<file path="config.mk">
export PLATFORM = sky130hd
export DESIGN_NAME = base64_stream_decoder_top
export DESIGN_NICKNAME = d
export VERILOG_FILES = /design/src/b64sd_pkg.sv /design/src/b64sd_sextet.sv /design/src/b64sd_core.sv /design/src/base64_stream_decoder_top.sv
export SDC_FILE = /design/constraint.sdc
export NUM_CORES = 1
export LEC_CHECK = 0
export BUFFER_PORTS_ARGS = -buffer_cell sky130_fd_sc_hd__buf_2
export CORE_UTILIZATION = 40
export CTS_CLUSTER_SIZE = 10
export DETAILED_ROUTE_END_ITERATION = 12
export HOLD_SLACK_MARGIN = 0.1
export PLACE_DENSITY = 0.64
export SLEW_MARGIN = 20
export SYNTH_ARGS = -nofsm -noshare
export SYNTH_HDL_FRONTEND = slang
export SYNTH_SLANG_ARGS = --single-unit
</file>
<file path="constraint.sdc">
create_clock -name clk -period 4.15 [get_ports clk]
set_clock_uncertainty 0.1 [all_clocks]
set_input_delay 0.6225 -clock clk [delete_from_list [all_inputs] [get_ports clk]]
set_output_delay 0.6225 -clock clk [all_outputs]
set_load 0.02 [all_outputs]
</file>
<file path="src/b64sd_pkg.sv">
// shared types and constants for the base64 stream decoder
package b64sd_pkg;

	localparam logic [7:0] CHAR_LF    = 8'h0A;
	localparam logic [7:0] CHAR_CR    = 8'h0D;
	localparam logic [7:0] CHAR_PLUS  = 8'h2B;
	localparam logic [7:0] CHAR_SLASH = 8'h2F;
	localparam logic [7:0] CHAR_ZERO  = 8'h30;
	localparam logic [7:0] CHAR_NINE  = 8'h39;
	localparam logic [7:0] CHAR_UC_A  = 8'h41;
	localparam logic [7:0] CHAR_UC_Z  = 8'h5A;
	localparam logic [7:0] CHAR_LC_A  = 8'h61;
	localparam logic [7:0] CHAR_LC_Z  = 8'h7A;

	localparam logic [5:0] SEXTET_PLUS  = 6'd62;
	localparam logic [5:0] SEXTET_SLASH = 6'd63;
	localparam logic [5:0] OFFSET_LC    = 6'd26;
	localparam logic [5:0] OFFSET_DIGIT = 6'd52;

	localparam logic [15:0] TOTAL_MAX = 16'hFFFF;

	typedef enum logic [1:0] {
		PHASE_FIRST  = 2'd0,
		PHASE_SECOND = 2'd1,
		PHASE_THIRD  = 2'd2,
		PHASE_FOURTH = 2'd3
	} phase_t;

	typedef struct packed {
		logic [7:0] in_char;
		logic       in_end;
	} in_item_t;

	typedef struct packed {
		logic [7:0]  out_byte;
		logic        out_end;
		logic [15:0] total_bytes;
	} out_item_t;

	typedef struct packed {
		logic       is_sextet;
		logic       is_break;
		logic [5:0] value;
	} sextet_info_t;

endpackage

</file>
<file path="src/b64sd_sextet.sv">
// character classifier and base64 alphabet lookup
module b64sd_sextet (
	input  logic [7:0]             in_char,
	output b64sd_pkg::sextet_info_t info
);

	logic [5:0] diff;

	always_comb begin
		diff = '0;
		info.is_sextet = 1'b0;
		info.is_break = (in_char == b64sd_pkg::CHAR_LF) || (in_char == b64sd_pkg::CHAR_CR);
		info.value = '0;
		if (in_char >= b64sd_pkg::CHAR_UC_A && in_char <= b64sd_pkg::CHAR_UC_Z) begin
			diff = 6'(in_char - b64sd_pkg::CHAR_UC_A);
			info.is_sextet = 1'b1;
			info.value = diff;
		end else if (in_char >= b64sd_pkg::CHAR_LC_A && in_char <= b64sd_pkg::CHAR_LC_Z) begin
			diff = 6'(in_char - b64sd_pkg::CHAR_LC_A);
			info.is_sextet = 1'b1;
			info.value = diff + b64sd_pkg::OFFSET_LC;
		end else if (in_char >= b64sd_pkg::CHAR_ZERO && in_char <= b64sd_pkg::CHAR_NINE) begin
			diff = 6'(in_char - b64sd_pkg::CHAR_ZERO);
			info.is_sextet = 1'b1;
			info.value = diff + b64sd_pkg::OFFSET_DIGIT;
		end else if (in_char == b64sd_pkg::CHAR_PLUS) begin
			info.is_sextet = 1'b1;
			info.value = b64sd_pkg::SEXTET_PLUS;
		end else if (in_char == b64sd_pkg::CHAR_SLASH) begin
			info.is_sextet = 1'b1;
			info.value = b64sd_pkg::SEXTET_SLASH;
		end
	end

endmodule

</file>
<file path="src/b64sd_core.sv">
// group phase, stored sextet, byte count and byte assembly
module b64sd_core (
	input  logic                    clk,
	input  logic                    arst_n,
	input  logic                    take,
	input  logic                    item_end,
	input  b64sd_pkg::sextet_info_t info,
	output logic                    res_valid,
	output b64sd_pkg::out_item_t    res
);

	b64sd_pkg::phase_t phase_q, phase_d;
	logic [5:0]  prev_q, prev_d;
	logic [15:0] total_q, total_d;
	logic [15:0] total_inc;

	always_ff @(posedge clk or negedge arst_n) begin
		if (!arst_n) begin
			phase_q <= b64sd_pkg::PHASE_FIRST;
			prev_q <= '0;
			total_q <= '0;
		end else if (take) begin
			phase_q <= phase_d;
			prev_q <= prev_d;
			total_q <= total_d;
		end
	end

	assign total_inc = (total_q == b64sd_pkg::TOTAL_MAX) ? total_q : total_q + 16'd1;

	always_comb begin
		phase_d = phase_q;
		prev_d = prev_q;
		total_d = total_q;
		res_valid = 1'b0;
		res.out_byte = '0;
		res.out_end = 1'b0;
		res.total_bytes = total_q;
		if (item_end) begin
			res_valid = 1'b1;
			res.out_end = 1'b1;
			phase_d = b64sd_pkg::PHASE_FIRST;
			prev_d = '0;
			total_d = '0;
		end else if (info.is_break) begin
			phase_d = b64sd_pkg::PHASE_FIRST;
			prev_d = '0;
		end else if (info.is_sextet) begin
			prev_d = info.value;
			case (phase_q)
				b64sd_pkg::PHASE_FIRST: begin
					phase_d = b64sd_pkg::PHASE_SECOND;
				end
				b64sd_pkg::PHASE_SECOND: begin
					phase_d = b64sd_pkg::PHASE_THIRD;
					res_valid = 1'b1;
					res.out_byte = {prev_q, info.value[5:4]};
				end
				b64sd_pkg::PHASE_THIRD: begin
					phase_d = b64sd_pkg::PHASE_FOURTH;
					res_valid = 1'b1;
					res.out_byte = {prev_q[3:0], info.value[5:2]};
				end
				default: begin
					phase_d = b64sd_pkg::PHASE_FIRST;
					res_valid = 1'b1;
					res.out_byte = {prev_q[1:0], info.value};
				end
			endcase
			if (res_valid) begin
				total_d = total_inc;
				res.total_bytes = total_inc;
			end
		end
	end

endmodule

</file>
<file path="src/base64_stream_decoder_top.sv">
// base64 stream decoder top level: input register, decode, result register
//
//  channel  | direction | handshake             | payload
//  ---------+-----------+-----------------------+-----------------------------------
//  in       | sink      | in_valid / in_ready   | in_data   (in_char, in_end)
//  out      | source    | out_valid / out_ready | out_data  (out_byte, out_end, total_bytes)
//
// one item per cycle while out is not stalled; a result is registered when its item leaves the input register
// decode and state update sit between the input register and the result register
// a character that gives no result is dropped in the decode stage
// a stall on out holds the result register and backs up through the input register
// reset clears the valid flags of both stages and all decode state
module base64_stream_decoder_top (
	input  logic                 clk,
	input  logic                 arst_n,
	input  logic                 in_valid,
	output logic                 in_ready,
	input  b64sd_pkg::in_item_t  in_data,
	output logic                 out_valid,
	input  logic                 out_ready,
	output b64sd_pkg::out_item_t out_data
);

	logic                    valid_s1;
	b64sd_pkg::in_item_t     item_s1;
	logic                    advance;
	logic                    take;
	b64sd_pkg::sextet_info_t info;
	logic                    res_valid;
	b64sd_pkg::out_item_t    res;
	logic                    valid_s2;
	b64sd_pkg::out_item_t    item_s2;

	assign advance = !valid_s2 || out_ready;
	assign take = valid_s1 && advance;
	assign in_ready = !valid_s1 || advance;

	always_ff @(posedge clk or negedge arst_n) begin
		if (!arst_n) begin
			valid_s1 <= 1'b0;
		end else if (in_ready) begin
			valid_s1 <= in_valid;
		end
	end

	always_ff @(posedge clk) begin
		if (in_ready && in_valid) begin
			item_s1 <= in_data;
		end
	end

	b64sd_sextet u_sextet (
		.in_char (item_s1.in_char),
		.info    (info)
	);

	b64sd_core u_core (
		.clk       (clk),
		.arst_n    (arst_n),
		.take      (take),
		.item_end  (item_s1.in_end),
		.info      (info),
		.res_valid (res_valid),
		.res       (res)
	);

	always_ff @(posedge clk or negedge arst_n) begin
		if (!arst_n) begin
			valid_s2 <= 1'b0;
		end else if (advance) begin
			valid_s2 <= take && res_valid;
		end
	end

	always_ff @(posedge clk) begin
		if (take && res_valid) begin
			item_s2 <= res;
		end
	end

	assign out_valid = valid_s2;
	assign out_data = item_s2;

endmodule

</file>
# Yosys cells after proc, flatten, opt, wreduce, memory -nomap -nowiden
# Index checks and enable logic that the tools add are counted.
[word_totals] register_bits=60 output_inout_bits=27 elab_cells=77
[classes] n_eq_ne=7 magnitude_cmp=6 n_bitwise=1 add_sub_neg=6 n_reduce_logical=15 muxes=32
[op_table] cell="16-bit two-way mux" n=6
[op_table] cell="6-bit two-way mux" n=8
[op_table] cell="8-bit case mux with 3 select lines" n=1
[op_table] cell="16-bit by 1-bit adder with 16-bit output (second input constant)" n=1
[op_table] cell="16-bit equality test (second input constant)" n=1
[op_table] cell="8-bit by 4-bit equality test with 1-bit output (second input constant)" n=2
[op_table] cell="8-bit by 6-bit equality test with 1-bit output (second input constant)" n=2
[op_table] cell="8-bit by 7-bit >= comparator with 1-bit output (second input constant)" n=2
[op_table] cell="8-bit by 7-bit less-or-equal comparator with 1-bit output (second input constant)" n=2
[op_table] cell="1-bit two-way mux" n=13
[op_table] cell="6-bit subtractor (second input constant)" n=2
[op_table] cell="8-bit by 6-bit >= comparator with 1-bit output (second input constant)" n=1
[op_table] cell="8-bit by 6-bit less-or-equal comparator with 1-bit output (second input constant)" n=1
[op_table] cell="6-bit by 5-bit adder with 6-bit output (second input constant)" n=1
[op_table] cell="6-bit adder (second input constant)" n=1
[op_table] cell="1-bit logical AND" n=6
[op_table] cell="2-bit two-way mux" n=3
[op_table] cell="2-bit case mux with 3 select lines" n=1
[op_table] cell="6-bit by 1-bit subtractor with 6-bit output (second input constant)" n=1
[op_table] cell="1-bit logical OR" n=3
[op_table] cell="3-bit nonzero test" n=1
[op_table] cell="3-bit OR reduction" n=1
[op_table] cell="2-bit by 1-bit equality test with 1-bit output (second input constant)" n=1
[op_table] cell="2-bit equality test (second input constant)" n=1
[op_table] cell="other kinds (4)" n=5

# Longest topological paths before layout
# Gate-level depths: netlist (run 1).
[logic_depth] word_depth=13 mapped_depth=11 ltp_nobuf=8

# Cells and area by module
# From an unflattened synthesis (run 1), not the netlist that was laid out.
[hier_totals] cells_unflattened=342 hier_area_um2=3590.9
[by_module_without_submodules] module="b64sd_core" seq_area_each_um2=600.6 instances=1 area_each_um2=1886.8 cells_per_inst=217
[by_module_without_submodules] module="base64_stream_decoder_top" seq_area_each_um2=1071.0 instances=1 area_each_um2=1132.3 cells_per_inst=44
[by_module_without_submodules] module="b64sd_sextet" seq_area_each_um2=0.0 instances=1 area_each_um2=571.8 cells_per_inst=81

# Worst setup path after synthesis (run 1)
# Ideal clock, no wire load.
[synth_timing] path_type="flip-flop to flip-flop" start="reg item_s1[3] in the netlist's numbering" end="reg item_s2 (netlist bit out_data[0]), enable pin" setup_ps=407 setup_slack_ps=678 t_arrival_ps=2965 stages_incl_launch_ff=11 cell_sequence="edfxtp_1 > clkbuf_1 > inv_1 > ha_1 > nor2b_1 > o21ai_1 > a21oi_1 > buf_6 > a21oi_1 > nor2_1 > nor2_1"
[synth_via] elab_chain_len=10 word_cells_on_any_way=23 classes_between="order compare (6); eq/ne (4); mux (8); reduce/logical (5)"
[synth_lines] element="start, declared" line_no="base64_stream_decoder_top.sv:25" text="b64sd_pkg::in_item_t item_s1;"
[synth_lines] element="start signal, assigned" line_no="base64_stream_decoder_top.sv:48" text="item_s1 <= in_data;"
[synth_lines] element="parallel branches: the longest is 7 deep, another holds 8-bit by 6-bit >= comparator with 1-bit output"
[synth_lines] element="1-bit two-way mux *" line_no="b64sd_core.sv:45" text="end else if (info.is_break) begin"
[synth_lines] element="1-bit two-way mux *" line_no="b64sd_core.sv:39" text="if (item_end) begin"
[synth_lines] element="1-bit logical AND *" line_no="base64_stream_decoder_top.sv:76" text="if (take && res_valid) begin"
[synth_lines] element="end signal, assigned" line_no="base64_stream_decoder_top.sv:77" text="item_s2 <= res;"
[synth_lines] element="end, declared" line_no="base64_stream_decoder_top.sv:32" text="b64sd_pkg::out_item_t item_s2;"
# Every way passes the cells marked *.
# A chain may end at the register's enable or synchronous reset.

# Final worst setup path (run 1)
[layout_timing] start="reg item_s1[3] in the netlist's numbering" end="reg item_s2 (netlist bit out_data[11]), enable pin"
# The elaborated chain is that of the path after synthesis.

==> run_results.csv, run 1 <==
group,metric,value,unit
status,status,"finished, violations left",
status,violations,"design-rule violations",
logic_synthesis,avgSynthCellArea,10.3,um^2
critical_path,startpoint,"item_s1[3]",
clocking,root_buffer,"clkbuf_8",
clocking,cts_tree,"yes",
logic_synthesis,ys.flop_type,"edfxtp_1",
floorplan,die-area,9550,um^2
critical_path,r2r_start,"item_s1[3]",
critical_path,endpoint_kind,"register",
logic_synthesis,synth_edf_count,34,
worst_hold_path,min_path_type,"in2async",
logic_synthesis,netlist.area_leader.share,27.9,%
cells_and_area,utilization,46.1,%
logic_synthesis,synth_area_leaders,"edfxtp_1, dfrtp_1, ha_1, nor2_1, xor2_1",
timing,hold_slack,188,ps
cells_and_area,num_antenna_cells,0,
run,cap_violations,0,
logic_synthesis,seq_area_frac_synth,45.6,%
critical_path,crit_required,4150,ps
critical_path,path_depth,9,
drt,drt_first_iter_violations,140,
clocking,cts_sinks,60,
clocking,hold_buffers,0,
drt,ant_nets,0,
critical_path,arrival,3170,ps
pwr,power_leakage,1.71,nW
placement,dp_hpwl,5860,um
cells_and_area,mostFrequentLayoutCells,"buf_2, edfxtp_1, nor2_1, nand2_1, dfrtp_1",
clocking,clk_pin_slew,70,ps
drt,wl,8330,um
critical_path,path_class,"reg2reg",
cells_and_area,final_common_cell,"buf_2",
placement,dp_cells,487,
critical_path,path_cells,"inv_1 -> ha_1 -> nor2b_1 -> o21ai_1 -> a21oi_1 -> a21oi_1 -> nor2_1 -> nor2_2 -> buf_4",
drt,post_drt_via_cell_ratio,5.80,
timing,finalMaxSlewViolations,0,
cells_and_area,final_nets,419,
critical_path,critPathBufInv,2,
critical_path,worst_path_most_repeated_cell,"a21oi_1",
floorplan,start_util,41.6,%
critical_path,rr_worst_depth,9,
timing,fin_tns_setup,0,ps
timing,hold_violations,0,
pwr,peakVddDrop,0.169,mV
critical_path,max_stage_delay,830,ps
clocking,cts_setup_buffers,0,
cells_and_area,drive_gt1_share,19.5,%
logic_synthesis,synthArstFlopShare,43.3,%
floorplan,core,8810,um^2
global_route,grt_pass1_vias,2780,
timing,slew_headroom,32.7,%
logic_synthesis,ys_ff_latch,60,
global_route,antenna_found_initial,0,
placement,place.gp.congestion,0.876,
timing,worst_pin_slew,1000,ps
floorplan,die_x,97.7,um
drt,wire_per_inst,16.6,um
critical_path,r2r_setup_slack,980,ps
cells_and_area,syn_to_final_growth,10.9,%
logic_synthesis,syn-instance-count,356,
drt,drc,5,
drt,dr.pass1.iters,8,
clocking,ctsResizeCount,0,
placement,port_buffers,39,
clocking,cts_buffer_depth,2,
critical_path,crit_path_end,"out_data[11]",
global_route,grt_pass1_wl,14200,um
clocking,cts_buffers,9,
critical_path,cp_slowest_cell,"a21oi_1",
floorplan,num_io_pins,40,
critical_path,crit_fanout,15,
critical_path,critPathLaunchType,"register",
clocking,htreeDepth,3,
timing,finalSetupViolCount,0,
logic_synthesis,yosysTopAreaCell,"edfxtp_1",
clocking,clock_latency,350,ps
timing,timing.final.crit_share,76.3,%
timing,rsz0062_at_grt,"false",
floorplan,die_h,97.7,um
global_route,grt.overflow.total,0,
cells_and_area,finalNonFillerCells,503,
critical_path,cp_top_family,"compound AO/OA/AOI/OAI gates",
global_route,grt.total_usage,18.9,%
pwr,pwr_density_cell,386,nW/um^2
logic_synthesis,synth_nets,385,
critical_path,r2r-end,"out_data[11]",
timing,clock.fmax,316,MHz
logic_synthesis,yosys_warnings,0,
drt,vias,2918,
logic_synthesis,syn_area,3660,um^2
global_route,grt_max_degree,27,
floorplan,num_rows,34,
logic_synthesis,yosysUniqueCellTypes,73,
timing,period_needed,3170,ps
[state kept, by name, summed over array words and instances (netlist names)]
name and count:
item_s1 9, out_data 25, out_valid 1, u_core.phase_q 2
u_core.prev_q 6, u_core.total_q 16, valid_s1 1
[worst register-to-register path: stages, from the launching register on]
cell	delay, ps
edfxtp_1	550
inv_1	230
ha_1	220
nor2b_1	140
o21ai_1	150
a21oi_1	830
a21oi_1	160
nor2_1	240
nor2_2	60
buf_4	220
[layout make-up]
| cell class | instances | area, um^2 |
|---|---|---|
| Tap cell | 108 | 135 |
| Fill cell | 835 | 4740 |
| Sequential cell | 60 | 1670 |
| Timing Repair Buffer | 42 | 218 |
| Multi-Input combinational cell | 261 | 1810 |
| Clock inverter | 5 | 27.5 |
| Clock buffer | 11 | 141 |
| Inverter | 16 | 60.1 |
[worst min path at each step]
stage | from | endpoint | slack, ps
final | arst_n | u_core.prev_q[5] | 190
after global placement | u_core.prev_q[4] | u_core.prev_q[4] | 370
after detailed placement | u_core.prev_q[4] | u_core.prev_q[4] | 380
after global routing | arst_n | u_core.total_q[2] | 230
after CTS | arst_n | u_core.prev_q[5] | 220
after floorplan | arst_n | out_valid | 230
[metal layers]
layer / vias up / share of wire [%] / GRT usage, %
li1: 1422 / - / -
met1: 1410 / 50 / 27.2
met4: 0 / 2.3 / 9.56
met5: - / 0 / 0
met3: 17 / 3.7 / 3.38
met2: 69 / 44 / 27.3
[per-stage QoR]
stage	power, mW	instance area (um^2)	setup WS, ps
final	1.57	4060	983
after detailed placement	1.10	3890	1040
after floorplan	1.01	3660	678
after CTS	1.58	4060	1020
after global placement	1.10	3890	1180
after global routing	1.65	4060	773
[synthesized netlist by cell type (all sizes together), types with 9 or more instances]
cell type / number
a211oi: 10
a21oi: 12
buf: 9
clkbuf: 10
dfrtp: 26
edfxtp: 34
ha: 16
inv: 16
nand2: 28
nand3: 14
nor2: 29
nor3: 11
o21ai: 20
xor2: 12
[cells by family after synthesis]
group                      after synthesis  synth area share (%)
and+or+nand+nor                        119                  17.4
AOI/OAI and AO/OA                      107                  21.7
DFF                                     60                  45.6
buffers and inverters                   35                  5.05
adders and majority gates               16                  5.46
xor gates and xnor gates                13                  3.11
muxes                                    6                  1.71
[power by group]
group / leakage [nW] / total (mW) / switching [mW] / internal (mW)
combinational: 0.938 / 0.329 / 0.214 / 0.115
sequential: 0.680 / 0.768 / 0.0637 / 0.704
clock: 0.0889 / 0.471 / 0.243 / 0.229
(Power assumes the default switching activity.)
==> run 2: changes to the inputs <==
Clock period 4.15 ns to 3.1 ns, I/O delays scaled along.
==> run_results.csv, run 2 (synthesis results as in run 1) <==
group,metric,value,unit
drt,vias,3018,
placement,dp_hpwl,5710,um
clocking,clock_latency,340,ps
pwr,peakVddDrop,0.318,mV
critical_path,critPathLaunchType,"register",
status,violations,"design-rule violations",
clocking,root_buffer,"clkbuf_8",
cells_and_area,mostFrequentLayoutCells,"buf_2, edfxtp_1, nor2_1, nand2_1, dfrtp_1",
timing,clock.fmax,356,MHz
floorplan,start_util,41.6,%
cells_and_area,largest_reg_flops,25,
critical_path,path_class,"reg2reg",
critical_path,endpoint_kind,"register",
global_route,grt.overflow.total,0,
drt,dr.pass1.iters,9,
global_route,grt_max_degree,27,
placement,place.gp.congestion,0.907,
clocking,ctsResizeCount,0,
global_route,use_met2,26.3,%
drt,wire_per_inst,16.0,um
timing,finalSetupViolCount,0,
cells_and_area,num_antenna_cells,0,
pwr,pwr_density_cell,529,nW/um^2
drt,drc,8,
floorplan,num_rows,34,
worst_hold_path,min_path_type,"in2reg",
timing,hold_violations,0,
timing,timing.final.crit_share,90.6,%
timing,hold_slack,193,ps
clocking,cts_buffer_depth,2,
pwr,power_leakage,1.78,nW
clocking,cts_setup_buffers,0,
floorplan,die_h,97.7,um
global_route,grt.total_usage,18.3,%
floorplan,die_x,97.7,um
cells_and_area,syn_to_final_growth,14.4,%
placement,port_buffers,39,
cells_and_area,final-seq-area,1670,um^2
floorplan,num_io_pins,40,
timing,rsz0062_at_grt,"false",
timing,finalMaxSlewViolations,0,
global_route,grt.busiest_layer,"met1",
timing,period_needed,2810,ps
cells_and_area,drive_gt1_share,21.1,%
floorplan,core,8810,um^2
clocking,cts_buffers,9,
floorplan,die-area,9550,um^2
timing,fin_tns_setup,0,ps
cells_and_area,final_common_cell,"buf_2",
critical_path,crit_required,3220,ps
drt,drt_first_iter_violations,203,
timing,worst_pin_slew,924,ps
cells_and_area,n_fill_cell,811,
global_route,antenna_found_initial,0,
global_route,met1_usage,26.9,%
timing,slew_headroom,38.0,%
cells_and_area,multi_input_area,1810,um^2
critical_path,arrival,2920,ps
global_route,grt.met3_usage,4.96,%
clocking,cts_tree,"yes",
clocking,htreeDepth,3,
clocking,clk_pin_slew,70,ps
clocking,cts_sinks,60,
drt,post_drt_via_cell_ratio,5.86,
clocking,hold_buffers,1,
drt,wl,8240,um
drt,ant_nets,0,
global_route,grt_pass1_wl,13800,um
global_route,grt_pass1_vias,2709,
run,cap_violations,0,
critical_path,crit_fanout,12,
status,status,"finished, violations left",
cells_and_area,final_nets,431,
==> run 2: changes by cell type in the layout (fill, tap and decap cells not counted) <==
cell,delta
clkinvlp_4,-1
clkinv_2,-4
bufinv_16,+1
buf_4,+11
dlygate4sd3_1,+1
clkbuf_1,+2
clkbuf_8,+2
==> run 2: per-layer routing <==
metal / routed length (um) / vias up
met3: 525 / 16
met5: 0 / -
met4: 149 / 0
li1: - / 1442
met2: 3540 / 126
met1: 4030 / 1434
==> run 2: final timing paths <==
check	startpoint	endpoint	slack, ps	cells after the start
setup / recovery	item_s1[4]	u_core.total_q[9]	290	8
hold / removal	in_data[3]	item_s1[3]	190	1
setup reg to reg	item_s1[4]	u_core.total_q[9]	290	8
hold reg to reg	u_core.prev_q[4]	u_core.prev_q[4]	390	2
max in group asynchronous	arst_n	valid_s1	1860	2
min in group asynchronous	arst_n	u_core.phase_q[0]	580	2
==> run 2: layout make-up <==
class / instances / area share (%)
tap: 108 / 3.22
clock buffer: 15 / 4.21
multi-input combinational: 261 / 43.2
clock inverter: 1 / 0.716
timing repair buffer: 54 / 7.40
inverter: 16 / 1.43
sequential: 60 / 39.9
==> run 2: critical path, cell delays in order (launching register included) <==
cell and delay, ps:
edfxtp_1 420, buf_4 190, ha_1 260, o211ai_1 230
nor2_1 120, a21o_2 260, o21ai_1 730, nor4_1 100
a211o_1 250
==> run 2: stage by stage <==
stage / cells / worst slack, ps / total power, mW / util (%) / instance area (um^2)
after CTS: 515 / 314 / 2.24 / 47.6 / 4190
after global placement: 498 / 475 / 1.48 / 45.2 / 3980
after detailed placement: 498 / 340 / 1.49 / 45.2 / 3980
final: 515 / 290 / 2.22 / 47.6 / 4190
after floorplan: 356 / 42.9 / 1.35 / - / 3670
after global routing: 515 / 133 / 2.34 / 47.6 / 4190
==> run 2: power by group <==
group	leakage [nW]	switching (mW)	internal, mW
registers	0.680	0.0709	0.942
clock network	0.104	0.301	0.439
logic	0.995	0.299	0.167
==> run 3: changes to the inputs <==
Settings changed: CORE_UTILIZATION 40 to 45, PLACE_DENSITY 0.64 to 0.7, TNS_END_PERCENT set to 1.
==> run_results.csv, run 3 (synthesis results as in run 1) <==
group,metric,value,unit
status,status,"completed",
global_route,grt.overflow.total,0,
critical_path,startpoint,"item_s1[3]",
global_route,grt_pass1_vias,2622,
pwr,power,2.06,mW
global_route,grt.total_usage,20.2,%
critical_path,endpoint_kind,"register",
placement,pre_cts_ws,274,ps
drt,drc,0,
timing,fin_tns_setup,0,ps
cells_and_area,final_common_cell,"buf_2",
clocking,htreeDepth,3,
clocking,clk_pin_slew,70,ps
cells_and_area,fin_area,4150,um^2
worst_hold_path,min_path_type,"in2reg",
clocking,cts_tree,"yes",
critical_path,cp_top_family,"compound AO/OA/AOI/OAI gates",
drt,dr.pass1.iters,5,
critical_path,max_stage_delay,480,ps
cells_and_area,drive_gt1_share,21.2,%
timing,hold_violations,0,
pwr,p_clk_share,28.2,%
drt,ant_nets,0,
cells_and_area,finalNonFillerCells,512,
drt,wl,8020,um
timing,finalSetupViolCount,0,
drt,vias,2973,
cells_and_area,num_antenna_cells,0,
placement,dp_cells,495,
drt,drt_first_iter_violations,143,
pwr,p_sw_share,32.3,%
pwr,peakVddDrop,0.327,mV
drt,post_drt_via_cell_ratio,5.81,
critical_path,path_class,"reg2reg",
pwr,power_leakage,1.77,nW
timing,period_needed,2880,ps
clocking,cts_sinks,60,
floorplan,core,7810,um^2
global_route,antenna_found_initial,0,
critical_path,worst_path_most_repeated_cell,"o21ai_1",
timing,timing.final.crit_share,93.0,%
floorplan,die_x,92.2,um
floorplan,num_io_pins,40,
critical_path,r2r_start,"item_s1[3]",
placement,port_buffers,39,
clocking,root_buffer,"clkbuf_8",
timing,slew_headroom,43.9,%
placement,dpl-instance-area,3990,um^2
clocking,cts_buffers,9,
timing,rsz0062_at_grt,"false",
clocking,cts_buffer_depth,2,
placement,dp_hpwl,5650,um
cells_and_area,syn_to_final_growth,13.4,%
clocking,clock_latency,340,ps
floorplan,die_h,92.2,um
timing,setup_slack,216,ps
pwr,pwr-share-seq,49.5,%
floorplan,num_rows,32,
pwr,switchingPower,0.665,mW
critical_path,crit_fanout,12,
run,cap_violations,0,
pwr,p_int,1.40,mW
pwr,p_comb_share,22.3,%
timing,clock.fmax,347,MHz
timing,worst_pin_slew,835,ps
drt,wire_per_inst,15.7,um
critical_path,critPathLaunchType,"register",
clocking,cts_setup_buffers,0,
worst_hold_path,hold_start,"in_data[3]",
global_route,grt_pass1_wl,13200,um
critical_path,cp_slowest_cell,"edfxtp_1",
cells_and_area,mostFrequentLayoutCells,"buf_2, edfxtp_1, nor2_1, nand2_1, dfrtp_1",
critical_path,arrival,3010,ps
global_route,grt_max_degree,27,
critical_path,path_cells,"inv_1 -> ha_1 -> nor2b_1 -> o21ai_1 -> a21o_2 -> o21ai_1 -> o311a_2 -> a221o_1",
critical_path,critPathBufInv,1,
floorplan,die-area,8510,um^2
floorplan,start_util,46.9,%
cells_and_area,final_nets,434,
placement,place.gp.congestion,0.883,
cells_and_area,largest_reg_flops,25,
critical_path,crit_required,3220,ps
pwr,pwr_density_cell,496,nW/um^2
timing,finalMaxSlewViolations,0,
==> run 3: per-stage QoR <==
stage	hold WS (ps)	util (%)
after global placement	367	51.1
after global routing	185	53.2
final	194	53.2
after detailed placement	373	51.1
after floorplan	69.4	-
after CTS	182	53.2
==> run 3: worst reg2reg max path, delay by kind of cell, from the launching register on <==
kind,cells,cell delay [ps]
adder cells (fa/ha/maj),1,250
AND/OR/NAND/NOR,1,130
flip-flops,1,480
buffers and inverters,1,160
AO/OA/AOI/OAI,5,1650
==> run 3: metal layers <==
metal	part of all wire [%]	GRT usage, %	routed length, um
met5	0	0	0
met4	0.95	8.59	76
met3	4.7	2.99	373
met2	44	29.3	3550
met1	50	29.9	4020
==> run 3: final cells by class <==
class / count / area [um^2]
tap: 102 / 128
clock inverter: 3 / 13.8
fill: 720 / 3650
clock buffer: 13 / 139
inverter: 16 / 60.1
sequential: 60 / 1670
multi-input combinational: 261 / 1810
timing repair buffer: 57 / 333
==> run 3: power by group through the flow <==
stage | sequential, mW | combinational (mW) | clock (mW)
2_1_floorplan | 1.06 | 0.283 | 0
3_3_place_gp | 1.03 | 0.454 | 0
3_5_place_dp | 1.04 | 0.456 | 0
4_1_cts | 1.02 | 0.461 | 0.600
5_1_grt | 1.03 | 0.509 | 0.628
6_report | 1.02 | 0.460 | 0.581
==> run 3: path summary, 6_finish.rpt <==
kind                                      to  slack, ps  cells after the start
max reg2reg                u_core.total_q[5]        220                      8
min reg2reg                 u_core.prev_q[5]        390                      2
min                               item_s1[3]        190                      1
min in group asynchronous   u_core.prev_q[3]        580                      2
max in group asynchronous  u_core.total_q[4]       1890                      2
max                        u_core.total_q[5]        220                      8
==> run 3: what timing repair did <==
item | CTS | global route
hold endpoints to repair | 26 | 0
hold buffers | 1 | 0
gates resized for setup | 0 | 0
